[config.mk]
export PLATFORM = sky130hd
export DESIGN_NAME = bxds_ctrl
export DESIGN_NICKNAME = d
export VERILOG_FILES = /design/src/rtl/bxds_pkg.sv /design/src/rtl/bxds_ctrl.sv
export SDC_FILE = /design/constraint.sdc
export NUM_CORES = 1
export LEC_CHECK = 0
export BUFFER_PORTS_ARGS = -buffer_cell sky130_fd_sc_hd__buf_2
export CORE_AREA = 3 3 40 42
export CTS_BUF_LIST = sky130_fd_sc_hd__clkbuf_4
export CTS_CLUSTER_SIZE = 12
export DETAILED_ROUTE_END_ITERATION = 8
export DIE_AREA = 0 0 43 45
export PLACE_DENSITY = 0.82
export SYNTH_ARGS = -nofsm -noshare
export SYNTH_HDL_FRONTEND = slang
export SYNTH_SLANG_ARGS = --single-unit
[constraint.sdc]
create_clock -name i_clk -period 4.02 [get_ports i_clk]
set_clock_uncertainty 0.1 [all_clocks]
set_input_delay 0 -clock i_clk [delete_from_list [all_inputs] [get_ports i_clk]]
set_output_delay 0 -clock i_clk [all_outputs]
set_load 0.03 [all_outputs]
[src/rtl/bxds_pkg.sv]
// Shared widths, codes and types of the box average image downscaler.
package bxds_pkg;

    localparam int DEF_MAX_WIDTH  = 256;
    localparam int DEF_MAX_HEIGHT = 256;

    localparam int CFG_W     = 9;
    localparam int CFG_IDX_W = 2;
    localparam int COORD_W   = 9;
    localparam int DIM_W     = 13;
    localparam int CNT_W     = 18;
    localparam int SUM_W     = 26;
    localparam int Q_W       = 9;
    localparam int DSH_W     = CNT_W + Q_W - 1;
    localparam int PIX_W     = 24;
    localparam int IN_W      = 56;
    localparam int OUT_W     = 24;

    localparam logic [CFG_IDX_W-1:0] CFG_SRC_WIDTH  = 2'd0;
    localparam logic [CFG_IDX_W-1:0] CFG_SRC_HEIGHT = 2'd1;
    localparam logic [CFG_IDX_W-1:0] CFG_DST_WIDTH  = 2'd2;
    localparam logic [CFG_IDX_W-1:0] CFG_DST_HEIGHT = 2'd3;

    localparam logic REQ_LOAD  = 1'b0;
    localparam logic REQ_QUERY = 1'b1;

    localparam logic [2:0] DSEL_X0 = 3'd0;
    localparam logic [2:0] DSEL_X1 = 3'd1;
    localparam logic [2:0] DSEL_Y0 = 3'd2;
    localparam logic [2:0] DSEL_Y1 = 3'd3;
    localparam logic [2:0] DSEL_AR = 3'd4;
    localparam logic [2:0] DSEL_AG = 3'd5;
    localparam logic [2:0] DSEL_AB = 3'd6;

    typedef struct packed {
        logic [7:0] out_y;
        logic [7:0] out_x;
        logic [7:0] blue;
        logic [7:0] green;
        logic [7:0] red;
        logic [7:0] pix_y;
        logic [7:0] pix_x;
    } t_in_item;

    typedef struct packed {
        logic       load_pix;
        logic       latch_query;
        logic       div_start;
        logic [2:0] div_sel;
        logic       walk_init;
        logic       walk_step;
        logic       out_load;
    } t_cmd;

    typedef struct packed {
        logic bad;
        logic div_done;
        logic box_empty;
        logic walk_last;
    } t_status;

endpackage

[src/rtl/bxds_ctrl.sv]
// Controller state machine that sequences loads, divisions, the box walk and delivery.
module bxds_ctrl (
    input  logic               i_clk,
    input  logic               i_rst_n,
    input  logic               i_in_valid,
    input  logic               i_req_type,
    output logic               o_in_ready,
    input  logic               i_out_ready,
    output logic               o_out_valid,
    input  bxds_pkg::t_status  i_status,
    output bxds_pkg::t_cmd     o_cmd
);
    import bxds_pkg::*;

    localparam logic [2:0] S_IDLE      = 3'd0;
    localparam logic [2:0] S_CHECK     = 3'd1;
    localparam logic [2:0] S_DIV_GO    = 3'd2;
    localparam logic [2:0] S_DIV_WAIT  = 3'd3;
    localparam logic [2:0] S_WALK_INIT = 3'd4;
    localparam logic [2:0] S_WALK      = 3'd5;
    localparam logic [2:0] S_DRAIN     = 3'd6;
    localparam logic [2:0] S_DONE      = 3'd7;

    logic [2:0] r_state, n_state;
    logic [2:0] r_idx, n_idx;
    logic       r_out_valid, n_out_valid;
    logic       w_accept;

    assign o_in_ready = (r_state == S_IDLE);
    assign w_accept   = i_in_valid && o_in_ready;

    always_comb begin
        n_state       = r_state;
        n_idx         = r_idx;
        o_cmd         = '0;
        o_cmd.div_sel = r_idx;
        unique case (r_state)
            S_IDLE: begin
                if (w_accept) begin
                    if (i_req_type == REQ_QUERY) begin
                        o_cmd.latch_query = 1'b1;
                        n_state           = S_CHECK;
                    end else begin
                        o_cmd.load_pix = 1'b1;
                    end
                end
            end
            S_CHECK: begin
                if (i_status.bad) begin
                    n_state = S_DONE;
                end else begin
                    n_idx   = DSEL_X0;
                    n_state = S_DIV_GO;
                end
            end
            S_DIV_GO: begin
                o_cmd.div_start = 1'b1;
                n_state         = S_DIV_WAIT;
            end
            S_DIV_WAIT: begin
                if (i_status.div_done) begin
                    if (r_idx == DSEL_Y1) begin
                        n_state = S_WALK_INIT;
                    end else if (r_idx == DSEL_AB) begin
                        n_state = S_DONE;
                    end else begin
                        n_idx   = r_idx + 1'b1;
                        n_state = S_DIV_GO;
                    end
                end
            end
            S_WALK_INIT: begin
                o_cmd.walk_init = 1'b1;
                n_state         = i_status.box_empty ? S_DONE : S_WALK;
            end
            S_WALK: begin
                o_cmd.walk_step = 1'b1;
                if (i_status.walk_last) begin
                    n_state = S_DRAIN;
                end
            end
            S_DRAIN: begin
                n_idx   = DSEL_AR;
                n_state = S_DIV_GO;
            end
            S_DONE: begin
                if (!r_out_valid || i_out_ready) begin
                    o_cmd.out_load = 1'b1;
                    n_state        = S_IDLE;
                end
            end
        endcase
    end

    always_comb begin
        n_out_valid = r_out_valid;
        if (o_cmd.out_load) begin
            n_out_valid = 1'b1;
        end else if (i_out_ready) begin
            n_out_valid = 1'b0;
        end
    end

    always_ff @(posedge i_clk) begin
        if (!i_rst_n) begin
            r_state     <= S_IDLE;
            r_idx       <= DSEL_X0;
            r_out_valid <= 1'b0;
        end else begin
            r_state     <= n_state;
            r_idx       <= n_idx;
            r_out_valid <= n_out_valid;
        end
    end

    assign o_out_valid = r_out_valid;

endmodule

==> results of run 1 <==
-- worst max-delay path: cells and delay by family, from the launching register on --
| kind | cells | cell delay (ps) |
|---|---|---|
| AOI/OAI and AO/OA | 1 | 170 |
| adders and majority gates | 2 | 410 |
| DFF | 1 | 340 |
| and+or+nand+nor | 3 | 550 |
-- layout by cell type (no fill, tap or decap), types with 2 or more instances in the layout --
cell	Yosys	final
dfxtp_1	7	7
nor2_1	4	4
nand2b_1	3	3
buf_2	1	19
ha_1	3	3
inv_1	3	3
nor3_1	3	3
o21a_1	3	3
o21ai_0	3	3
and3_1	7	7
a21oi_1	4	4
nand2_1	6	6
dlygate4sd3_1	0	2
clkbuf_4	0	4
a211o_1	2	2
-- power breakdown --
group          switching, mW  internal [mW]
clock network         0.0291         0.0448
logic                 0.0424         0.0281
registers             0.0141         0.0736
-- kinds of logic after synthesis --
logic type      Yosys count
simple gates             28
mux                       1
fa+ha+maj                 3
buf+inv                   9
flops                     7
compound gates           21
-- per-layer routing --
metal | track usage | up-vias | share of wire
met5 | 0 | - | 0
li1 | - | 289 | -
met1 | 0.158 | 257 | 0.44
met3 | 0.0637 | 3 | 0.088
met4 | 0.0723 | 0 | 0.012
met2 | 0.254 | 19 | 0.46
-- stage by stage --
stage	instances	total power, mW	utilization
4_1_cts	104	0.235	0.544
5_1_grt	104	0.247	0.544
3_5_place_dp	98	0.158	0.505
2_1_floorplan	69	0.145	-
6_report	104	0.232	0.544
3_3_place_gp	98	0.156	0.505
-- sequential cells by signal, summed over array words and instances (netlist names) --
name         cells
r_state          3
o_out_valid      1
r_idx            3
-- area by class of cell --
class,count,area share
Inverter,4,0.0215
Sequential cell,7,0.200
Multi-Input combinational cell,53,0.544
Tap cell,15,0.0268
Clock buffer,4,0.0429
Timing Repair Buffer,21,0.165
-- path summary, 6_finish.rpt --
kind                    start           to  slack [ps]  cells after the start
setup / recovery     r_idx[0]     r_idx[0]        2340                      6
hold / removal    i_out_ready  o_out_valid           3                      3
setup reg to reg     r_idx[0]     r_idx[0]        2340                      6
hold reg to reg   o_out_valid  o_out_valid         470                      2
-- repair_timing --
item,4_1_cts,5_1_grt
buffers inserted,0,0
hold endpoints to repair,6,0
hold buffers,2,0
==> flow_summary.toml, run 1 <==
[die]
start_util = 0.450
dieArea_um2 = 1940
coreArea_um2 = 1280
die_w_um = 43
num_io_pins = 20
die_h_um = 45
fp-row-count = 13

[global_route]
grt_usage = 0.149
grt_pass1_vias = 485
grt_pass1_wl_um = 2090
grt_overflow = 0
grt_start_max_net_pins = 19
antenna_found_initial = 0

[place]
hpwl_um = 924
postPlaceCellArea_um2 = 649
io_buffers = 19
gp_congestion = 0.752
place_ws_ps = 2340

[timing]
slew_headroom = 0.577
tightest_slew_ps = 634
max_freq_mhz = 595
setup_violations = 0
period_share = 0.418
hold_slack_ps = 2.97
slew_viol_final = 0
postLayoutSetupSlackWorst_ps = 2340
rsz0062_at_grt = "no"
fin_crit_ps = 1680
finalHoldViolCount = 0
tns_ps = 0

[layout]
regArea_um2 = 140
final.fill_count = 136
final_nets = 102
drive_above_1_share = 0.337
insertedDiodeCount = 0
final_area_um2 = 699
multi_input_area_um2 = 380
area_growth_pct = 21.0

[drt]
vias_per_cell = 5.46
drtIter0Drc = 5
wl_per_cell_um = 12.3
drc = 0
wl_um = 1280
num_vias = 568
ant_nets = 0
dr.pass1.iters = 3

[setup_path]
worst_ep_arrival_time_ps = 1730
critical_path.max_stage_delay_ps = 340
cpMaxStageDelayCell = "dfxtp_1"
required_ps = 4070
start_kind = "flip-flop"
path_cells = "ha_1 > ha_1 > nor2_1 > nand4_2 > and3_1 > o21a_1"
cp_max_fo = 6
crit_type = "reg2reg"
worst_setup_path_end_kind = "flip-flop"
worst_path_most_repeated_cell = "ha_1"

[clock_network]
insertion_delay_ps = 260
clk_path_buf_depth = 2
cts_sinks = 7
cts_root_buffer = "clkbuf_4"
h-tree-depth = 1
clkTransAtPathRegs_ps = 60
postCtsResizedCells = 0
cts_made_buffers = 3
cts_tree = "built"

[synthesis]
ys_seq_area_frac = 0.242
synth_commonest_cells = "and3_1, dfxtp_1, nand2_1"
synth_cells = 69
synth_nets = 81
synth-edff-count = 0
synthXorXnorAreaFrac = 0
synthSimpleGateAreaFrac = 0.303
syn_area_um2 = 578
synth.area.top_cells = "dfxtp_1, and3_1, ha_1, nor4b_4, buf_6"
synth_top_area_cell = "dfxtp_1"
synth-main-ff-cell = "dfxtp_1"
yosysWarnings = 0
syn_avg_cell_area_um2 = 8.38
ys_ff_latch = 7
synthArstFlopShare = 0
synthAdderAreaFrac = 0.0649
synth_cell_types = 31
synth_top_cell_area_share = 0.242
synth_compound_area_frac = 0.273
synth_top_family_by_area = "simple AND/OR/NAND/NOR gates"
muxShareOfSynthArea = 0.0173

[pwr]
power.density_nw_per_um2 = 332
p_leak_nw = 0.320
peakVddDrop_mv = 0.174

[run]
maxCapViolCount = 0

[worst_hold_path]
hold_class = "in2reg"

[run_status]
status = "finished, final reports clean"
No activity file was read; power rests on OpenSTA's default activity.
==> run 2: changes to the inputs <==
--- a/config.mk
+++ b/config.mk
@@ -11,7 +11,7 @@
 export CTS_CLUSTER_SIZE = 12
 export DETAILED_ROUTE_END_ITERATION = 8
 export DIE_AREA = 0 0 43 45
-export PLACE_DENSITY = 0.82
+export PLACE_DENSITY = 0.85
 export SYNTH_ARGS = -nofsm -noshare
 export SYNTH_HDL_FRONTEND = slang
 export SYNTH_SLANG_ARGS = --single-unit
==> constraint.sdc (replaced) <==
create_clock -name i_clk -period 1.5 [get_ports i_clk]
set_clock_uncertainty 0.1 [all_clocks]
set_input_delay 0 -clock i_clk [delete_from_list [all_inputs] [get_ports i_clk]]
set_output_delay 0 -clock i_clk [all_outputs]
set_load 0.03 [all_outputs]
==> run 2 against run 1 <==
Net effect:
- clock power grew to 2.5 times the previous value
- global-route usage grew 0.99 points
- final cell count grew 11%
- critical path depth is the same
- worst hold slack gained 18 ps
- first-iteration DRC count shrank 20%
- die area is the same
- non-clock buffer count grew 11
- worst setup slack lost 2300 ps
- wire length grew 11%
- core utilization grew 14 points
- critical path type unchanged
==> flow_summary.toml, run 2 (synthesis gave the netlist of run 1 again) <==
[run_status]
status = "finished, final reports clean"

[drt]
wl_per_cell_um = 12.3
wl_um = 1420
drtIter0Drc = 4
drc = 0
dr.pass1.iters = 4
num_vias = 605
ant_nets = 0
vias_per_cell = 5.26

[place]
hpwl_um = 1060
gp_congestion = 0.801
io_buffers = 19

[pwr]
p_total_mw = 0.681
p_leak_nw = 0.382
power.switching_mw = 0.241
swShare = 0.355
p_comb_frac = 0.400
intPower_mw = 0.439
power.density_nw_per_um2 = 778
peakVddDrop_mv = 0.455
seqPwrFrac = 0.325
pwr-share-clk = 0.275

[timing]
setup_violations = 0
hold_slack_ps = 20.7
rsz0062_at_grt = "yes"
period_share = 0.973
slew_headroom = 0.807
finalHoldViolCount = 0
slew_viol_final = 0
max_freq_mhz = 685
tns_ps = 0
fin_crit_ps = 1460
tightest_slew_ps = 289

[layout]
final_cell_mix = "buf_2, buf_4, nand2_1"
finish.utilization = 0.681
final_nets = 113
drive_above_1_share = 0.560
regArea_um2 = 155
multi_input_area_um2 = 453
final.fill_count = 106
final_common_cell = "buf_2"
insertedDiodeCount = 0
area_growth_pct = 51.3

[global_route]
grt_pass1_vias = 541
grtUsageMet1 = 0.180
grt_overflow = 0
grt_pass1_wl_um = 2310
grt_usage = 0.159
antenna_found_initial = 0
grt_use_met3 = 0.0797
grt_start_max_net_pins = 12
use_met2 = 0.278
grt_busiest_layer = "met2"

[setup_path]
crit_path_end = "r_idx[1]"
cp_max_fo = 5
worst_ep_arrival_time_ps = 1500
critPathLaunch = "r_idx[0]"
start_kind = "flip-flop"
required_ps = 1550
reg2reg_depth = 6
worst_setup_path_end_kind = "flip-flop"
crit_type = "reg2reg"
r2r-end = "r_idx[1]"
ff2ff_setup_slack_ps = 40
r2r-start = "r_idx[0]"

[clock_network]
insertion_delay_ps = 250
cts_made_buffers = 3
cts_sinks = 7
clk_path_buf_depth = 2
clkTransAtPathRegs_ps = 50
cts_root_buffer = "clkbuf_4"
cts_tree = "built"
h-tree-depth = 1

[die]
dieArea_um2 = 1940
fp-row-count = 13
die_h_um = 45
num_io_pins = 20
start_util = 0.450
die_w_um = 43
coreArea_um2 = 1280

[run]
maxCapViolCount = 0

[worst_hold_path]
hold_class = "in2reg"
[run 2: cell types whose count changed in the layout (fill, tap and decap cells not counted), sizes merged]
cell    previous run  this run
buf               19        29
clkbuf             4         5
[run 2: stage by stage]
step / instance area (um^2) / instances / worst slack, ps
2_1_floorplan: 628 / 69 / 3.90
3_3_place_gp: 767 / 107 / 10.9
3_5_place_dp: 767 / 107 / -22.2
4_1_cts: 841 / 114 / 8.02
5_1_grt: 875 / 115 / -17.7
6_report: 875 / 115 / 40.9
[run 2: worst min path at each step]
stage | slack, ps | startpoint | end | cells after the start
final | 20 | i_status[2] | r_state[1] | 4
after global routing | 20 | i_status[2] | r_state[1] | 4
after CTS | 8 | i_status[2] | r_state[1] | 4
after detailed placement | 200 | i_rst_n | r_idx[1] | 2
after global placement | 200 | i_rst_n | r_idx[0] | 2
after floorplan | -40 | i_req_type | o_cmd[8] | 1
[run 2: per-layer routing]
metal  up-vias  part of all wire
met5         -                 0
met1       274              0.39
met3         0             0.078
met2        19              0.53
met4         0                 0
li1        312                 -
[run 2: cell type report]
class                           count  area share
Sequential cell                     7       0.177
Multi-Input combinational cell     53       0.518
Timing Repair Buffer               32       0.232
Tap cell                           15      0.0215
Clock buffer                        4      0.0343
Inverter                            4      0.0172
[run 2: timing repair]
action                     CTS  global route
pin swaps                    1             4
resized for setup            4            10
buffers inserted             1             1
hold endpoints to repair     6             0
setup endpoints to repair    8             7
hold buffers                 2             0
[run 2: power groups by stage]
stage | Combinational (mW) | Sequential, mW | Clock [mW]
after CTS | 0.261 | 0.221 | 0.196
final | 0.272 | 0.221 | 0.187
after floorplan | 0.191 | 0.206 | 0
after global routing | 0.297 | 0.225 | 0.212
after global placement | 0.248 | 0.222 | 0
after detailed placement | 0.251 | 0.223 | 0
[run 2: critical path, cell delays in order (launching register included)]
cell and delay [ps]:
dfxtp_4 350, ha_4 160, ha_4 160, nor2_4 100, nand4_4 120, and3_4 200
o21a_1 150
